$ cat src/rtl/core/rpac_pkg.sv
// shared types, widths and constants of the point rotation pipeline
package rpac_pkg;

    localparam int ANGLE_W = 19;
    localparam int COORD_W = 32;
    localparam int DIFF_W  = COORD_W + 1;
    localparam int PROD_W  = DIFF_W + 32;
    localparam int GUARD   = 16;
    localparam int XW      = 52;
    localparam int ZW      = 34;
    localparam int ZCW     = 42;
    localparam int SUM_W   = XW - GUARD + 2;
    localparam int TABLE_LEN = 30;

    localparam int IN_W  = 152;
    localparam int OUT_W = 72;

    localparam logic signed [31:0] KINV_Q30 = 32'sh26DD3B6A;
    localparam logic signed [ZW-1:0] PI_Q30      = 34'sh0C90FDAA2;
    localparam logic signed [ZW-1:0] HALF_PI_Q30 = 34'sh06487ED51;

    typedef struct packed {
        logic signed [XW-1:0]      x;
        logic signed [XW-1:0]      y;
        logic signed [ZW-1:0]      z;
        logic signed [COORD_W-1:0] cx;
        logic signed [COORD_W-1:0] cy;
    } cell_t;

    function automatic logic [31:0] atan_q30(input int idx);
        logic [31:0] val;
        case (idx)
            0:  val = 32'h3243F6A9;
            1:  val = 32'h1DAC6705;
            2:  val = 32'h0FADBAFD;
            3:  val = 32'h07F56EA7;
            4:  val = 32'h03FEAB77;
            5:  val = 32'h01FFD55C;
            6:  val = 32'h00FFFAAB;
            7:  val = 32'h007FFF55;
            8:  val = 32'h003FFFEB;
            9:  val = 32'h001FFFFD;
            10: val = 32'h00100000;
            11: val = 32'h00080000;
            12: val = 32'h00040000;
            13: val = 32'h00020000;
            14: val = 32'h00010000;
            15: val = 32'h00008000;
            16: val = 32'h00004000;
            17: val = 32'h00002000;
            18: val = 32'h00001000;
            19: val = 32'h00000800;
            20: val = 32'h00000400;
            21: val = 32'h00000200;
            22: val = 32'h00000100;
            23: val = 32'h00000080;
            24: val = 32'h00000040;
            25: val = 32'h00000020;
            26: val = 32'h00000010;
            27: val = 32'h00000008;
            28: val = 32'h00000004;
            29: val = 32'h00000002;
            default: val = 32'h00000000;
        endcase
        return val;
    endfunction

endpackage

$ cat src/rtl/core/rpac_prescale.sv
// front end: center offset, gain prescale, angle clamp and quadrant fold
module rpac_prescale #(
    parameter int FRAC_BITS = 16
) (
    input  logic                            aclk,
    input  logic                            aresetn,
    input  logic                            ce,
    input  logic                            in_valid,
    input  logic signed [rpac_pkg::ANGLE_W-1:0] angle,
    input  logic signed [rpac_pkg::COORD_W-1:0] px,
    input  logic signed [rpac_pkg::COORD_W-1:0] py,
    input  logic signed [rpac_pkg::COORD_W-1:0] center_x,
    input  logic signed [rpac_pkg::COORD_W-1:0] center_y,
    output logic                            out_valid,
    output rpac_pkg::cell_t                 out_data
);

    localparam int SH = 30 - FRAC_BITS;
    localparam int RSH = 30 - rpac_pkg::GUARD;

    // stage 1: offsets and clamped angle
    logic                                  v1_reg;
    logic signed [rpac_pkg::DIFF_W-1:0]    dx_reg, dy_reg;
    logic signed [rpac_pkg::ZW-1:0]        z1_reg;
    logic signed [rpac_pkg::COORD_W-1:0]   cx1_reg, cy1_reg;
    logic signed [rpac_pkg::DIFF_W-1:0]    dx_next, dy_next;
    logic signed [rpac_pkg::ZCW-1:0]       zw;
    logic signed [rpac_pkg::ZW-1:0]        z1_next;

    // stage 2: prescaled products
    logic                                  v2_reg;
    logic signed [rpac_pkg::PROD_W-1:0]    mx_reg, my_reg;
    logic signed [rpac_pkg::ZW-1:0]        z2_reg;
    logic signed [rpac_pkg::COORD_W-1:0]   cx2_reg, cy2_reg;
    logic signed [rpac_pkg::PROD_W-1:0]    mx_next, my_next;

    // stage 3: rounded start vector after quadrant fold
    logic                                  v3_reg;
    rpac_pkg::cell_t                       d3_reg;
    rpac_pkg::cell_t                       d3_next;
    logic signed [rpac_pkg::PROD_W-1:0]    rx_sum, ry_sum;
    logic signed [rpac_pkg::XW-1:0]        x0, y0;

    localparam logic signed [rpac_pkg::ZCW-1:0] PI_W =
        rpac_pkg::ZCW'(rpac_pkg::PI_Q30);

    always_comb begin
        dx_next = rpac_pkg::DIFF_W'(px) - rpac_pkg::DIFF_W'(center_x);
        dy_next = rpac_pkg::DIFF_W'(py) - rpac_pkg::DIFF_W'(center_y);
        zw = rpac_pkg::ZCW'(angle) <<< SH;
        if (zw > PI_W) begin
            z1_next = rpac_pkg::PI_Q30;
        end else if (zw < -PI_W) begin
            z1_next = -rpac_pkg::PI_Q30;
        end else begin
            z1_next = rpac_pkg::ZW'(zw);
        end
    end

    always_comb begin
        mx_next = rpac_pkg::PROD_W'(dx_reg) * rpac_pkg::PROD_W'(rpac_pkg::KINV_Q30);
        my_next = rpac_pkg::PROD_W'(dy_reg) * rpac_pkg::PROD_W'(rpac_pkg::KINV_Q30);
    end

    always_comb begin
        rx_sum = mx_reg + (rpac_pkg::PROD_W'(1) <<< (RSH - 1));
        ry_sum = my_reg + (rpac_pkg::PROD_W'(1) <<< (RSH - 1));
        x0 = rpac_pkg::XW'(rx_sum >>> RSH);
        y0 = rpac_pkg::XW'(ry_sum >>> RSH);
        d3_next.cx = cx2_reg;
        d3_next.cy = cy2_reg;
        if (z2_reg > rpac_pkg::HALF_PI_Q30) begin
            d3_next.x = -y0;
            d3_next.y = x0;
            d3_next.z = z2_reg - rpac_pkg::HALF_PI_Q30;
        end else if (z2_reg < -rpac_pkg::HALF_PI_Q30) begin
            d3_next.x = y0;
            d3_next.y = -x0;
            d3_next.z = z2_reg + rpac_pkg::HALF_PI_Q30;
        end else begin
            d3_next.x = x0;
            d3_next.y = y0;
            d3_next.z = z2_reg;
        end
    end

    always_ff @(posedge aclk) begin
        if (!aresetn) begin
            v1_reg <= 1'b0;
            v2_reg <= 1'b0;
            v3_reg <= 1'b0;
        end else if (ce) begin
            v1_reg <= in_valid;
            v2_reg <= v1_reg;
            v3_reg <= v2_reg;
        end
    end

    always_ff @(posedge aclk) begin
        if (ce) begin
            dx_reg  <= dx_next;
            dy_reg  <= dy_next;
            z1_reg  <= z1_next;
            cx1_reg <= center_x;
            cy1_reg <= center_y;
            mx_reg  <= mx_next;
            my_reg  <= my_next;
            z2_reg  <= z1_reg;
            cx2_reg <= cx1_reg;
            cy2_reg <= cy1_reg;
            d3_reg  <= d3_next;
        end
    end

    assign out_valid = v3_reg;
    assign out_data  = d3_reg;

endmodule

$ cat config.mk
export PLATFORM = sky130hd
export DESIGN_NAME = rpac_prescale
export DESIGN_NICKNAME = d
export VERILOG_FILES = /design/src/rtl/core/rpac_pkg.sv /design/src/rtl/core/rpac_prescale.sv
export SDC_FILE = /design/constraint.sdc
export NUM_CORES = 2
export LEC_CHECK = 0
export ABC_AREA = 1
export BUFFER_PORTS_ARGS = -buffer_cell sky130_fd_sc_hd__buf_2
export CAP_MARGIN = 20
export CORE_MARGIN = 2
export CORE_UTILIZATION = 35
export CTS_CLUSTER_DIAMETER = 40
export CTS_CLUSTER_SIZE = 8
export DETAILED_ROUTE_END_ITERATION = 8
export GPL_TIMING_DRIVEN = 0
export PLACE_DENSITY_LB_ADDON = 0.3
export SLEW_MARGIN = 25
export SYNTH_ARGS = -nofsm -noshare
export SYNTH_HDL_FRONTEND = slang
export SYNTH_SLANG_ARGS = --single-unit
export TNS_END_PERCENT = 10
$ cat constraint.sdc
create_clock -name aclk -period 12.75 [get_ports aclk]
set_input_delay 1.9125 -clock aclk [delete_from_list [all_inputs] [get_ports aclk]]
set_output_delay 1.9125 -clock aclk [all_outputs]
set_load 0.01 [all_outputs]
# Word-level counts from Yosys, hierarchy flattened
# Cells that the tools add are included.
[totals]
ff_bits = 595
latch_bits = 0
mem_bits_rw = 0
rom_bits = 0
input_bits = 151
output_inout_bits = 203
elab_cells = 35
memories = 0
[classes]
addsub = 8
n_mul = 2
n_div = 0
n_lt_le_gt_ge = 4
n_eq_ne = 0
shift = 0
n_mux = 3
n_bitwise = 0
n_reduce_logical = 0
[op_table]
columns = ["operator", "count"]
rows = [
  ["$mux W138", 2],
  ["$add A65 B15 Y65 const B", 2],
  ["$mul A33 B30 Y63 const B", 2],
  ["$neg A51 Y52", 2],
  ["$sub A32 B32 Y33", 2],
  ["$add A34 B32 Y34 const B", 1],
  ["$gt A34 B32 Y1 const B", 1],
  ["$lt A34 B32 Y1 const B", 1],
  ["$mux W34", 1],
  ["$sub A34 B32 Y34 const B", 1],
  ["$gt A33 B33 Y1 const B", 1],
  ["$lt A33 B33 Y1 const B", 1],
]

# Depth between registers and ports, before layout
[depth]
word_depth = 4
mapped_depth = 31

# Worst setup path after synthesis
# Ideal clock, no wire load.
[synth_timing]
kind = "flip-flop to flip-flop"
startpoint = "register dy_reg[32] (netlist bit)"
endpoint = "register my_reg[63] (netlist bit) (data pin)"
arrival_time_ps = 7269
slack_ps = 5218
path_stages_with_launch = 19
path_buffers = 1
synth_period_minus_slack_ps = 7532
cell_sequence = "edfxtp_1 clkbuf_1 clkinv_1 o21ai_0 fa_1 fa_1 fa_1 fa_1 inv_1 fa_1 inv_1 ha_1 a21o_1 a31oi_1 o21ai_0 a31oi_1 nand3_1 a21oi_1 xor2_1"
[synth_between]
elab_chain_cells = 1
[synth_rtl]
columns = ["item", "line_no", "source"]
rows = [
  ["start: declaration", "rpac_prescale.sv:23", "logic signed [rpac_pkg::DIFF_W-1:0] dx_reg, dy_reg;"],
  ["start signal: assignment", "rpac_prescale.sv:102", "dy_reg <= dy_next;"],
  ["$mul A33 B30 Y63", "rpac_prescale.sv:62", "my_next = rpac_pkg::PROD_W'(dy_reg) * rpac_pkg::PROD_W'(rpac_pkg::KINV_Q30);"],
  ["net my_next, one bit", "rpac_prescale.sv:35", "logic signed [rpac_pkg::PROD_W-1:0] mx_next, my_next;"],
  ["end signal: assignment", "rpac_prescale.sv:107", "my_reg <= my_next;"],
  ["end: declaration", "rpac_prescale.sv:32", "logic signed [rpac_pkg::PROD_W-1:0] mx_reg, my_reg;"],
]
# The timed path passes the listed nets, and every way through them passes these cells.
# A chain may end at the register's enable or synchronous reset.

# Final worst setup path
[layout_timing]
startpoint = "register dy_reg[10] (netlist bit)"
endpoint = "register my_reg[60] (netlist bit) (data pin)"
# The elaborated chain is that of the path after synthesis.

==> results_dict.tcl <==
set metrics [dict create \
    max-cap-violations 0 \
    cts-htree-levels 3 \
    count_of_instances_resized_after_the_clock_tree_is_built 0 \
    grt_setup_unrepaired "no" \
    holdBufCountCts 0 \
    async_flop_share 0 \
    synthesis.area_um2 70500 \
    report.final.hold_viol_count 0 \
    type_of_the_tightest_min_delay_check "reg -> reg" \
    fmax_mhz 125 \
    die_area_um2 205000 \
    dp.final_hpwl_um 210000 \
    core-area_um2 200000 \
    tns_ps 0 \
    nNetsFinal 10194 \
    post-route-min-period_ps 7970 \
    worst_endpoint_required_time_ps 13240 \
    gp_congestion 0.981 \
    dr_total_vias 54677 \
    route.detailed.wl_per_inst_um 21.8 \
    grt.overflow.total 0 \
    vias_per_cell 4.96 \
    synth.distinct_cells 51 \
    edff_count_synth 538 \
    timing.critical_path.mode_cell "sky130_fd_sc_hd__inv_1" \
    finalCritPeriodShare 0.625 \
    root_buffer "sky130_fd_sc_hd__clkbuf_16" \
    synth-seq-area-share 0.230 \
    areaGrowthSynthToFinish_pct 11.9 \
    wl_um 241000 \
    path_clk_slew_ps 50 \
    clk_skew_ps 98.3 \
    grt_first_pass_wirelength_um 361000 \
    grt_pass1_vias 56888 \
    critPathSlowestCell "sky130_fd_sc_hd__edfxtp_1" \
    slowest_delay_ps 670 \
    synth_flop_cell "sky130_fd_sc_hd__edfxtp_1" \
    critical_path_peak_fanout 8 \
    drc 0 \
    flip_flop_count_of_the_largest_register_all_copies_and_words_added 198 \
    tightest_slew_ps 1010 \
    pin_count_of_the_biggest_net_entering_global_routing 102 \
    fp.dieW_um 453 \
    placementRows 164 \
    worst_skew_pair_later_pin_latency_ps 770 \
    synth.top_cell.area_share 0.250 \
    crit_arrival_ps 8460 \
    detailedRoute.firstPassIterationCount 6 \
    report.final.slew_viol_count 0 \
    synth_fp_nets 9731 \
    ant_nets 0 \
    port_buffers 353 \
    grt_antenna_before_repair 6 \
    synth-seq-cells 541 \
    cts_post_setup_buffers_inserted 0 \
    placedInstanceArea_um2 75900 \
    cts_inserted_buffers 97 \
    synth_warn 0 \
    run_status "finished clean" \
    cp-start-kind "register" \
    final_cell_area_excluding_filler_cells_um2 78900 \
    final_layout_size_suffix_gt1_frac 0.0782 \
    grt_use_total 0.236 \
    timing.hold.ws_ps 403 \
    synthesis.instances 7852 \
    first_iter_violations 4320 \
    worst_slew_margin_rel 0.330 \
    ys_top_cells_by_count "1864 x sky130_fd_sc_hd__inv_1, 1150 x sky130_fd_sc_hd__nand2_1, 880 x sky130_fd_sc_hd__fa_1" \
    tritoncts "yes" \
    worst-setup-path-type "reg -> reg" \
    boundaryPins 354 \
    die_height_um 453 \
    floorplan.initialDensity 0.352 \
    tritoncts_num_sinks 541 \
    synth_most_common_cell "sky130_fd_sc_hd__inv_1" \
    endpoint_class_of_the_critical_path "register" \
    ctsLongestPathBuffers 3 \
    post_synth_main_area_contributors "sky130_fd_sc_hd__fa_1 25%, sky130_fd_sc_hd__edfxtp_1 23%, sky130_fd_sc_hd__ha_1 15%" \
    synth.avg_cell_area_um2 8.98 \
    finalSetupViolCount 0 \
    synth.largest_area_cell "sky130_fd_sc_hd__fa_1" \
]
==> cell type report <==
cell class | instances | area (um^2)
Timing Repair Buffer | 364 | 2010
Clock inverter | 44 | 568
Tap cell | 2656 | 3320
Fill cell | 20249 | 121000
Clock buffer | 112 | 2480
Buffer | 54 | 243
Inverter | 1883 | 7070
Sequential cell | 541 | 16200
Antenna cell | 3 | 7.51
Multi-Input combinational cell | 5374 | 47000
==> layout by cell type (no fill, tap or decap), types with 67 or more instances in the layout <==
cell type and instances:
sky130_fd_sc_hd__inv_1 1864, sky130_fd_sc_hd__nand2_1 1150, sky130_fd_sc_hd__fa_1 880, sky130_fd_sc_hd__ha_1 848
sky130_fd_sc_hd__nor2_1 637, sky130_fd_sc_hd__edfxtp_1 538, sky130_fd_sc_hd__a21oi_1 376, sky130_fd_sc_hd__buf_2 369
sky130_fd_sc_hd__nand3_1 272, sky130_fd_sc_hd__xor2_1 256, sky130_fd_sc_hd__o21ai_0 223, sky130_fd_sc_hd__xnor2_1 140
sky130_fd_sc_hd__clkbuf_16 97, sky130_fd_sc_hd__o21bai_1 80, sky130_fd_sc_hd__nand4_1 67
==> worst max-delay path, delay by kind of cell, from the launching register on <==
kind                     cells  cell delay, ps
adder cells (fa/ha/maj)      9            3820
AO/OA/AOI/OAI                5            1230
buffers and inverters        8             880
flip-flops                   1             670
XOR/XNOR                     3             630
AND/OR/NAND/NOR              3             470
==> metrics by stage <==
step | worst slack (ps) | instances | util
CTS | 4880 | 11028 | 0.394
global route | 4490 | 11030 | 0.394
detailed placement | 4890 | 10872 | 0.379
floorplan | 5220 | 7852 | -
global placement | 1050 | 10861 | 0.378
finish | 4780 | 11031 | 0.394
==> path summary, 6_finish.rpt <==
kind | slack [ps] | to | depth (start not counted) | from
hold reg to reg | 400 | z2_reg[32] | 0 | z1_reg[32]
setup / recovery | 4780 | my_reg[60] | 28 | dy_reg[10]
setup reg to reg | 4780 | my_reg[60] | 28 | dy_reg[10]
hold / removal | 400 | z2_reg[32] | 0 | z1_reg[32]
==> logic make-up after synthesis <==
family          Yosys count  share of synthesized area
compound gates          915                     0.0753
fa+ha+maj              1728                      0.400
simple gates           2331                      0.141
buf+inv                1937                      0.104
xor+xnor                400                     0.0501
flops                   541                      0.230
==> layer usage <==
layer / up-vias / part of all wire / global-route usage
li1: 25752 / - / -
met1: 26993 / 0.46 / 0.330
met2: 1610 / 0.46 / 0.382
met3: 318 / 0.050 / 0.0264
met4: 4 / 0.031 / 0.0710
met5: - / 0.00011 / 0
Power is not shown: default switching activity piles up to over one toggle a cycle in this logic, so the estimate is an artifact.
