$ cat src/rtl/core/rpac_pkg.sv
// shared types, widths and constants of the point rotation pipeline
package rpac_pkg;

    localparam int ANGLE_W = 19;
    localparam int COORD_W = 32;
    localparam int DIFF_W  = COORD_W + 1;
    localparam int PROD_W  = DIFF_W + 32;
    localparam int GUARD   = 16;
    localparam int XW      = 52;
    localparam int ZW      = 34;
    localparam int ZCW     = 42;
    localparam int SUM_W   = XW - GUARD + 2;
    localparam int TABLE_LEN = 30;

    localparam int IN_W  = 152;
    localparam int OUT_W = 72;

    localparam logic signed [31:0] KINV_Q30 = 32'sh26DD3B6A;
    localparam logic signed [ZW-1:0] PI_Q30      = 34'sh0C90FDAA2;
    localparam logic signed [ZW-1:0] HALF_PI_Q30 = 34'sh06487ED51;

    typedef struct packed {
        logic signed [XW-1:0]      x;
        logic signed [XW-1:0]      y;
        logic signed [ZW-1:0]      z;
        logic signed [COORD_W-1:0] cx;
        logic signed [COORD_W-1:0] cy;
    } cell_t;

    function automatic logic [31:0] atan_q30(input int idx);
        logic [31:0] val;
        case (idx)
            0:  val = 32'h3243F6A9;
            1:  val = 32'h1DAC6705;
            2:  val = 32'h0FADBAFD;
            3:  val = 32'h07F56EA7;
            4:  val = 32'h03FEAB77;
            5:  val = 32'h01FFD55C;
            6:  val = 32'h00FFFAAB;
            7:  val = 32'h007FFF55;
            8:  val = 32'h003FFFEB;
            9:  val = 32'h001FFFFD;
            10: val = 32'h00100000;
            11: val = 32'h00080000;
            12: val = 32'h00040000;
            13: val = 32'h00020000;
            14: val = 32'h00010000;
            15: val = 32'h00008000;
            16: val = 32'h00004000;
            17: val = 32'h00002000;
            18: val = 32'h00001000;
            19: val = 32'h00000800;
            20: val = 32'h00000400;
            21: val = 32'h00000200;
            22: val = 32'h00000100;
            23: val = 32'h00000080;
            24: val = 32'h00000040;
            25: val = 32'h00000020;
            26: val = 32'h00000010;
            27: val = 32'h00000008;
            28: val = 32'h00000004;
            29: val = 32'h00000002;
            default: val = 32'h00000000;
        endcase
        return val;
    endfunction

endpackage

$ cat src/rtl/core/rpac_post.sv
// back end: guard-bit rounding, center add-back and saturation, output register
module rpac_post (
    input  logic                            aclk,
    input  logic                            aresetn,
    input  logic                            ce,
    input  logic                            in_valid,
    input  rpac_pkg::cell_t                 in_data,
    output logic                            out_valid,
    output logic signed [rpac_pkg::COORD_W-1:0] rx,
    output logic signed [rpac_pkg::COORD_W-1:0] ry,
    output logic                            saturated
);

    localparam int SW = rpac_pkg::SUM_W;
    localparam logic signed [SW-1:0] MAXV = SW'(64'sh7FFFFFFF);
    localparam logic signed [SW-1:0] MINV = -SW'(64'sh80000000);

    logic                               valid_reg;
    logic signed [rpac_pkg::COORD_W-1:0] rx_reg, ry_reg, rx_next, ry_next;
    logic                               sat_reg, sat_next;
    logic signed [rpac_pkg::XW-1:0]     xr, yr;
    logic signed [SW-1:0]               sx, sy;
    logic                               hi_x, lo_x, hi_y, lo_y;

    always_comb begin
        xr = in_data.x + (rpac_pkg::XW'(1) <<< (rpac_pkg::GUARD - 1));
        yr = in_data.y + (rpac_pkg::XW'(1) <<< (rpac_pkg::GUARD - 1));
        sx = SW'(xr >>> rpac_pkg::GUARD) + SW'(in_data.cx);
        sy = SW'(yr >>> rpac_pkg::GUARD) + SW'(in_data.cy);
        hi_x = sx > MAXV;
        lo_x = sx < MINV;
        hi_y = sy > MAXV;
        lo_y = sy < MINV;
        if (hi_x) begin
            rx_next = 32'sh7FFFFFFF;
        end else if (lo_x) begin
            rx_next = 32'sh80000000;
        end else begin
            rx_next = rpac_pkg::COORD_W'(sx);
        end
        if (hi_y) begin
            ry_next = 32'sh7FFFFFFF;
        end else if (lo_y) begin
            ry_next = 32'sh80000000;
        end else begin
            ry_next = rpac_pkg::COORD_W'(sy);
        end
        sat_next = hi_x | lo_x | hi_y | lo_y;
    end

    always_ff @(posedge aclk) begin
        if (!aresetn) begin
            valid_reg <= 1'b0;
        end else if (ce) begin
            valid_reg <= in_valid;
        end
    end

    always_ff @(posedge aclk) begin
        if (ce) begin
            rx_reg  <= rx_next;
            ry_reg  <= ry_next;
            sat_reg <= sat_next;
        end
    end

    assign out_valid = valid_reg;
    assign rx        = rx_reg;
    assign ry        = ry_reg;
    assign saturated = sat_reg;

endmodule

$ cat config.mk
export PLATFORM = sky130hd
export DESIGN_NAME = rpac_post
export DESIGN_NICKNAME = d
export VERILOG_FILES = /design/src/rtl/core/rpac_pkg.sv /design/src/rtl/core/rpac_post.sv
export SDC_FILE = /design/constraint.sdc
export NUM_CORES = 1
export LEC_CHECK = 0
export ABC_AREA = 1
export BUFFER_PORTS_ARGS = -buffer_cell sky130_fd_sc_hd__buf_2
export CAP_MARGIN = 15
export CORE_MARGIN = 10
export CORE_UTILIZATION = 44
export CTS_CLUSTER_SIZE = 12
export DETAILED_ROUTE_END_ITERATION = 10
export GPL_ROUTABILITY_DRIVEN = 0
export PLACE_DENSITY = 0.69
export SETUP_SLACK_MARGIN = 0.15
export SYNTH_ARGS = -nofsm -noshare
export SYNTH_HDL_FRONTEND = slang
export SYNTH_SLANG_ARGS = --single-unit
$ cat constraint.sdc
create_clock -name aclk -period 3.8 [get_ports aclk]
set_input_delay 0.38 -clock aclk [delete_from_list [all_inputs] [get_ports aclk]]
set_output_delay 0.38 -clock aclk [all_outputs]
set_load 0.005 [all_outputs]
* After elaboration in Yosys (flattened, before gate mapping)
Index checks and enable logic that the tools add are counted.
Widths: inputs -> output; s select.
** Operators by class
- Add/sub/neg operators :: 4
- $lt $le $gt $ge :: 4
- Muxes and demuxes :: 2
- Bitwise operators :: 3
** Operators with widths (count)
- $add 52x17->52 const B :: 2
- $add 36x32->37 :: 2
- $gt 37x32->1 const B :: 2
- $lt 37x32->1 const B :: 2
- $mux 32 :: 2
- $or 1x1->1 :: 3
** Storage, ports and cells
- Register bits after elaboration :: 66
- Input bits :: 206

* Longest topological paths before layout
Gate-level depths: netlist of the first run.
- Depth after elaboration :: 6
- Mapped depth :: 31
- Gate-level depth less buffers :: 30

* Worst setup path before layout of the first run
Ideal clock, no wire load.
- Kind :: input port to flip-flop
- Start :: in in_data[113] (netlist bit)
- End :: reg sat_reg (netlist: saturated), data pin
- Setup time :: 0.267 ns
- Data arrival time :: 3.440 ns
- Path slack :: 0.093 ns
- Cell stages on the path :: 27
- Cells stage by stage :: ha_1 -> nand2_1 -> nor2_2 -> nand4_2 -> nor2_2 -> nand2_2 -> nor2_2 -> nand3_2 -> inv_2 -> nand2_2 -> nor2_4 -> nand3_2 -> nor2_2 -> xnor2_1 -> inv_1 -> ha_1 -> a21oi_1 -> o21ai_0 -> inv_1 -> o21ai_0 -> a21oi_1 -> nand3_1 -> nand2_1 -> nand3_2 -> o21bai_4 -> buf_6 -> nand4_1
** On the way
- Cells in the longest elaborated chain, start to end :: 5
- Elaborated cells on any way between the ends :: 6
** RTL lines
- start, declared :: RTL line rpac_post.sv:7 : input rpac_pkg::cell_t in_data,
- $add 52x17->52 (*) :: RTL line rpac_post.sv:27 : yr = in_data.y + (rpac_pkg::XW'(1) <<< (rpac_pkg::GUARD - 1));
- $add 36x32->37 (*) :: RTL line rpac_post.sv:29 : sy = SW'(yr >>> rpac_pkg::GUARD) + SW'(in_data.cy);
- $gt 37x32->1 :: RTL line rpac_post.sv:32 : hi_y = sy > MAXV;
- $or 1x1->1 :: RTL line rpac_post.sv:48 : sat_next = hi_x | lo_x | hi_y | lo_y;
- $or 1x1->1 (*) :: RTL line rpac_post.sv:48
- net sat_next :: RTL line rpac_post.sv:20 : logic sat_reg, sat_next;
- end signal, assigned :: RTL line rpac_post.sv:63 : sat_reg <= sat_next;
- end, declared :: RTL line rpac_post.sv:20
Mark *: on every way through the listed nets, which the timed path passes. The rest lies on a longest branch.
A chain may end at the register's enable or synchronous reset.

* Worst setup path in the final report of the first run
- Start :: in in_data[166] (netlist bit)
- End :: reg sat_reg (netlist: saturated), data pin
** On the way
- Cells in the longest elaborated chain, start to end :: 6
- Elaborated cells on any way between the ends :: 7
** RTL lines
- $add 52x17->52 (*) :: RTL line rpac_post.sv:26 : xr = in_data.x + (rpac_pkg::XW'(1) <<< (rpac_pkg::GUARD - 1));
- $add 36x32->37 (*) :: RTL line rpac_post.sv:28 : sx = SW'(xr >>> rpac_pkg::GUARD) + SW'(in_data.cx);
- $gt 37x32->1 / $lt 37x32->1 (equally long branches) :: RTL line rpac_post.sv:30, rpac_post.sv:31
- $or 1x1->1 (*) (3 in a row) :: RTL line rpac_post.sv:48
- net sat_next :: RTL line rpac_post.sv:20
Marked as above.

==> results of run 1 <==
## power breakdown
group,internal (mW),switching (mW)
clock,0.507,0.343
sequential,0.973,0.0441
combinational,0.936,1.17
## through the flow
stage,setup slack [ns],total power [mW]
floorplan,0.1089,2.006
global placement,-0.4034,2.669
detailed placement,-0.5429,2.687
CTS,0.09794,3.700
global route,-0.2454,4.225
finish,-0.06556,3.976
## layer usage
layer	part of all wire [%]	global-route usage, %
met1	42	26.89
met3	7.5	3.857
met2	49	36.23
met4	1.3	3.016
met5	0	0
## critical path, delay by kind of cell
family	cells	cell delay [ns]
adders and majority gates	2	0.45
xor gates and xnor gates	1	0.17
buffers and inverters	8	0.73
and+or+nand+nor	20	2.20
## timing repair
action / in CTS / in global routing
pin swaps: 14 / 72
endpoints found under the setup margin: 63 / 63
setup buffers: 19 / 14
resized for setup: 106 / 149
gates cloned: 4 / 6
## path summary, 6_finish.rpt
path / from / to / cells after the start
setup / recovery: in_data[166] / saturated$_DFFE_PP_ / 31
hold reg to reg: out_valid$_SDFFE_PN0P_ / out_valid$_SDFFE_PN0P_ / 2
setup reg to reg: out_valid$_SDFFE_PN0P_ / out_valid$_SDFFE_PN0P_ / 2
hold / removal: in_valid / out_valid$_SDFFE_PN0P_ / 3
## cells by family after synthesis
logic type      Yosys count  share of synthesized area, %
simple gates            828                         38.28
buf+inv                 258                         11.12
compound gates          136                         8.368
xor+xnor                116                         10.79
fa+ha+maj                78                         10.52
flops                    66                         20.93
## synth_stat cells (2+ instances only)
master,number,area [um^2]
nand2_2,13,81.33
a31o_2,2,17.52
nor4_2,3,37.54
clkinv_1,2,7.510
inv_2,6,22.52
nor3_1,23,115.1
nor4_1,10,62.56
fa_1,2,40.04
buf_6,9,101.4
a21oi_1,74,370.4
inv_1,238,893.4
nor2_4,8,90.09
o21bai_4,2,37.54
o21ai_1,2,10.01
o21bai_1,10,75.07
nand3b_1,2,15.01
nand3_1,48,240.2
nand2_1,541,2031
ha_1,76,950.9
nand4_1,22,137.6
nor2_2,14,87.58
and3_1,3,18.77
a21o_1,4,30.03
buf_4,3,22.52
o21ai_0,22,110.1
xnor2_1,40,350.3
edfxtp_1,65,1952
nand3_2,14,140.1
a31oi_1,13,81.33
nor3_2,4,40.04
nor2_1,115,431.7
xor2_1,76,665.6
or2_2,3,18.77
o21ai_2,2,17.52
o211ai_1,2,15.01
## area by class of cell
class	instances	area [um^2]
tap	275	344.1
inverter	246	928.4
multi-input combinational	1158	7303
sequential	66	1972
clock buffer	9	225.2
fill	1822	7237
clock inverter	7	70.07
timing repair buffer	414	2942
==> summary.txt, run 1 <==
STA
  • Worst-margin pin slew: 0.7530 ns
  • Fmax: 258.7 MHz
  • Max Slew Vio Count: 0
  • Clock skew: 0 ns
  • Fin crit period: 3.866 ns
  • Setup violators final: 49
  • Setup ws final: -0.06556 ns
  • Hold slack: 0.2892 ns
  • Period utilization: 101.7%
  • Endpoints failing hold: 0
  • RSZ-0062 raised after global routing: true
  • Setup TNS: -0.9545 ns
  • Rel. slew slack: 49.80%

Placed design
  • Inst Count DP: 2116
  • Area after DPL: 11990 um^2
  • DPL Wire Length: 25.06 mm
  • IO Port Bufs: 207

Logic synthesis
  • Syn_nets: 1766
  • Main synth FF type: edfxtp_1
  • Mapped Area: 9420 um^2
  • Sequential fraction of the synthesis area: 20.93%
  • Yosys warning total: 0
  • Yosys reg bits: 66
  • Post-synth EDFFs: 65
  • Post-synthesis cell type count: 44
  • Post-Syn Area per Cell: 6.356 um^2
  • Async SR Flop Fraction: 0%
  • Mapped Cells: 1482

Layout
  • Cell area after layout: 13780 um^2
  • Commonest non-fill, non-tap cell in the layout: nand2_1
  • Layout area overhead: 46.33%
  • Ratio of cells with drive above 1 in the final layout: 35.58%
  • Ant. Diodes: 0
  • Core Util, Final: 65.57%
  • Post-Layout Cell Count: 2175
  • Commonest non-fill, non-tap cells in the layout: nand2_1 (452), inv_1 (231), buf_2 (201), buf_4 (181), nor2_1 (90)
  • Number of nets in the layout: 2179

Power
  • PD cells: 288.4 nW/um^2
  • Pleak: 7.247 nW
  • Worst vdd ir: 0.2565 mV

Drt
  • Drt pass-1 iters: 6
  • Wire per inst: 14.85 um
  • 1st-iter DRT viols: 697
  • Avg Vias per Cell: 5.068
  • Vias: 11020
  • DRC viols: 0
  • Routed Antenna Nets: 0
  • Routed wire length: 32.30 mm

Critical path
  • Critical Path End Type: flip-flop
  • Cell mode on critical path: nand4_1
  • CP max-delay cell: ha_4
  • WS Path Type: in2reg
  • CP max FO: 6
  • Critical Path RT: 3.88 ns
  • Crit path arrival time: 3.95 ns
  • FF-to-FF setup slack: 3.15 ns
  • CP peak stage delay: 0.31 ns
  • Critical Path Source Type: primary input

Clock network
  • CTS tree: built
  • H-tree Lvls: 3
  • CTS sink cnt: 66
  • Hold buffers post-CTS: 0
  • Clock Latency Late Sink: 0.33 ns
  • Clk root buf: clkbuf_16
  • Number of buffers created by CTS: 9
  • CTS clk-pin slew, worst paths: 0.06 ns
  • Max Buffers Root-to-Sink: 2

Global route
  • Remaining global-route overflow: 0
  • Vias in the first global route: 10360
  • Initial antenna violation count: 0
  • Total track usage: 20.90%
  • First-pass GRT wire length: 49.13 mm
  • Largest net degree at the start of global routing: 32

Worst hold path
  • Worst hold path type: in2reg

Run
  • # Max-Cap Violations: 0

Floorplan
  • Io pins: 272
  • Die Span X: 166.3 um
  • Die Y: 166.3 um
  • Die Area: 27660 um^2
  • Core box area: 21020 um^2
  • Initial Utilization: 44.81%
  • Row cnt: 53

Status
  • Status: finished with violations
  • Violated checks: setup timing
Power figures use the tool's default switching activity.
==> inputs of run 2 (changes only) <==
--- a/config.mk
+++ b/config.mk
@@ -12,2 +12,3 @@
 export CORE_UTILIZATION = 44
+export CTS_BUF_LIST = sky130_fd_sc_hd__clkbuf_2 sky130_fd_sc_hd__clkbuf_4 sky130_fd_sc_hd__clkbuf_8
 export CTS_CLUSTER_SIZE = 12
--- a/constraint.sdc
+++ b/constraint.sdc
@@ -3,2 +3,2 @@
 set_output_delay 0.38 -clock aclk [all_outputs]
-set_load 0.005 [all_outputs]
+set_load 0.05 [all_outputs]
==> run 2 against run 1 <==
  * The run now ends clean
  * Wire length down 0.75%
  * Critical path type unchanged
  * Flip-flop and latch count unchanged
  * Critical path depth down 4
  * Worst hold slack worse by 0.018 ns
  * Design area down 0.40%
  * Clock power down 27%
  * Non-clock buffer count down 7
  * Final cell count down 0.32%
==> summary.txt, run 2 (synthesis results as in run 1) <==
Layout
  • Cell area after layout: 13730 um^2 (was 13780 um^2)
  • Commonest non-fill, non-tap cell in the layout: nand2_1 (unchanged)
  • Ant. Diodes: 0 (unchanged)
  • Number of nets in the layout: 2172 (was 2179)
  • Fill cells: 1839 (was 1822)
  • Layout area overhead: 45.74% (was 46.33%)
  • Commonest non-fill, non-tap cells in the layout: nand2_1 (446), inv_1 (233), buf_2 (203), buf_4 (180), nor2_1 (86) (was nand2_1 (452), inv_1 (231), buf_2 (201), buf_4 (181), nor2_1 (90))
  • Post-Layout Cell Count: 2168 (was 2175)
  • Ratio of cells with drive above 1 in the final layout: 36.61% (was 35.58%)

Drt
  • Drt pass-1 iters: 5 (was 6)
  • 1st-iter DRT viols: 759 (was 697)
  • Routed wire length: 32.06 mm (was 32.30 mm)
  • Avg Vias per Cell: 5.039 (was 5.068)
  • Vias: 10920 (was 11020)
  • Routed Antenna Nets: 0 (unchanged)
  • Wire per inst: 14.79 um (was 14.85 um)
  • DRC viols: 0 (unchanged)

Clock network
  • Number of buffers created by CTS: 9 (unchanged)
  • Clk root buf: clkbuf_8 (was clkbuf_16)
  • Max Buffers Root-to-Sink: 2 (unchanged)
  • CTS clk-pin slew, worst paths: 0.08 ns (was 0.06 ns)
  • H-tree Lvls: 3 (unchanged)
  • CTS tree: built (unchanged)
  • Clock Latency Late Sink: 0.34 ns (was 0.33 ns)
  • CTS sink cnt: 66 (unchanged)

Critical path
  • WS Path Type: in2reg (unchanged)
  • Critical Path Source Type: primary input (unchanged)
  • FF-to-FF setup slack: 3.15 ns (about the same)
  • Crit path arrival time: 3.82 ns (was 3.95 ns)
  • Critical path's top delay family: simple AND/OR/NAND/NOR gates (unchanged)
  • CP max FO: 6 (unchanged)
  • Critical Path RT: 3.90 ns (was 3.88 ns)
  • Buf/Inv on CP: 6 (was 8)
  • Cell mode on critical path: nor2_4 (was nand4_1)
  • R2R cell count: 2 (unchanged)
  • Reg2reg end: out_valid$_SDFFE_PN0P_ (unchanged)
  • Crit Reg-Reg Startpoint: out_valid$_SDFFE_PN0P_ (unchanged)
  • Critical Path End Type: flip-flop (unchanged)
  • CP max-delay cell: ha_2 (was ha_4)
  • CP startpoint: in_data[165] (was in_data[166])
  • CP peak stage delay: 0.40 ns (was 0.31 ns)

Power
  • Power Total: 4.163 mW (was 3.976 mW)
  • Comb power frac: 60.8% (was 53.0%)
  • Net Sw Power: 1.958 mW (was 1.560 mW)
  • PD cells: 303.2 nW/um^2 (was 288.4 nW/um^2)
  • Internal: 2.205 mW (was 2.416 mW)
  • Sw Share: 47.03% (was 39.23%)
  • Register share of total power: 24.4% (was 25.6%)
  • Worst vdd ir: 0.3242 mV (was 0.2565 mV)
  • Pleak: 7.188 nW (was 7.247 nW)
  • Clock network power share: 14.8% (was 21.4%)

Worst hold path
  • Hold depth: 3 (unchanged)
  • Hold EP: out_valid$_SDFFE_PN0P_ (unchanged)
  • Worst hold path type: in2reg (unchanged)
  • Hold wc startpoint: in_valid (unchanged)

STA
  • Fmax: 268.5 MHz (was 258.7 MHz)
  • Fin crit period: 3.724 ns (was 3.866 ns)
  • Clock skew: 0 ns (unchanged)
  • Worst-margin pin slew: 0.7942 ns (was 0.7530 ns)
  • Hold slack: 0.2709 ns (was 0.2892 ns)
  • Period utilization: 98.01% (was 101.7%)
  • Setup violators final: 0 (was 49)
  • RSZ-0062 raised after global routing: true (unchanged)
  • Endpoints failing hold: 0 (unchanged)
  • Rel. slew slack: 47.05% (was 49.80%)
  • Max Slew Vio Count: 0 (unchanged)
  • Setup TNS: 0 ns (was -0.9545 ns)

Global route
  • Total track usage: 20.73% (was 20.90%)
  • Initial antenna violation count: 0 (unchanged)
  • Largest net degree at the start of global routing: 32 (unchanged)
  • Vias in the first global route: 10250 (was 10360)
  • First-pass GRT wire length: 48.72 mm (was 49.13 mm)
  • Remaining global-route overflow: 0 (unchanged)

Floorplan
  • Die Area: 27660 um^2 (unchanged)
  • Die Y: 166.3 um (unchanged)
  • Core box area: 21020 um^2 (unchanged)
  • Io pins: 272 (unchanged)
  • Die Span X: 166.3 um (unchanged)
  • Row cnt: 53 (unchanged)
  • Initial Utilization: 44.81% (unchanged)

Placed design
  • IO Port Bufs: 207 (unchanged)
  • Inst Count DP: 2116 (unchanged)
  • Area after DPL: 11990 um^2 (unchanged)
  • DPL Wire Length: 25.06 mm (unchanged)

Run
  • # Max-Cap Violations: 0 (unchanged)

Status
  • Status: complete, no violations (was finished with violations)
## run 2: changes by cell type in the layout (fill, tap and decap cells not counted), sizes merged
cell / delta
buf: -5
clkbuf: -2
clkinv: +1
inv: -1
## run 2: metal layers
metal  routed length (um)  vias to the layer above  global-route usage, %
li1                     -                     5536                      -
met1                13680                     4969                  26.60
met2                15700                      380                  35.81
met3                 2318                       39                  4.117
met4                  356                        0                  2.940
met5                    0                        -                      0
## run 2: what timing repair did
item	4_1_cts	5_1_grt
resized for setup	83	201
setup endpoints to repair	63	63
setup buffers	12	15
hold buffers	0	0
cloned	4	5
pin swaps	24	75
## run 2: worst max path at each step
stage	end	slack [ns]	cells after the start
CTS	rx[0]$_SDFFCE_PN1P_	0.12	30
floorplan	saturated$_DFFE_PP_	0.11	26
global route	ry[1]$_SDFFCE_PN1P_	-0.14	30
finish	saturated$_DFFE_PP_	0.08	27
detailed placement	ry[1]$_SDFFCE_PN1P_	-0.54	27
global placement	ry[1]$_SDFFCE_PN1P_	-0.40	27
## run 2: tightest hold or removal path, cell delays in order
cell and delay (ns):
buf_2 0.10, inv_1 0.05, a21oi_1 0.05
## run 2: area by class of cell
cell class,instances,area [um^2],area share (%)
clock buffers,9,123.9,0.9022
clock inverters,7,70.07,0.5103
inverters,246,928.4,6.762
multi-input cells,1158,7461,54.34
flip-flops and latches,66,1972,14.36
well taps,275,344.1,2.506
repair buffers,407,2830,20.61
## run 2: power groups by stage
stage          sequential, mW  combinational [mW]  clock, mW
2_1_floorplan            1.46               0.970          0
3_3_place_gp             1.03                2.05          0
3_5_place_dp             1.03                2.08          0
4_1_cts                  1.02                2.22      0.620
5_1_grt                  1.02                2.73      0.657
6_report                 1.01                2.53      0.618
## run 2: metrics by stage
stage | util [%] | setup slack [ns]
5_1_grt | 65.31 | -0.1436
4_1_cts | 60.59 | 0.1187
6_report | 65.31 | 0.07566
3_5_place_dp | 57.04 | -0.5429
3_3_place_gp | 57.04 | -0.4034
2_1_floorplan | - | 0.1089
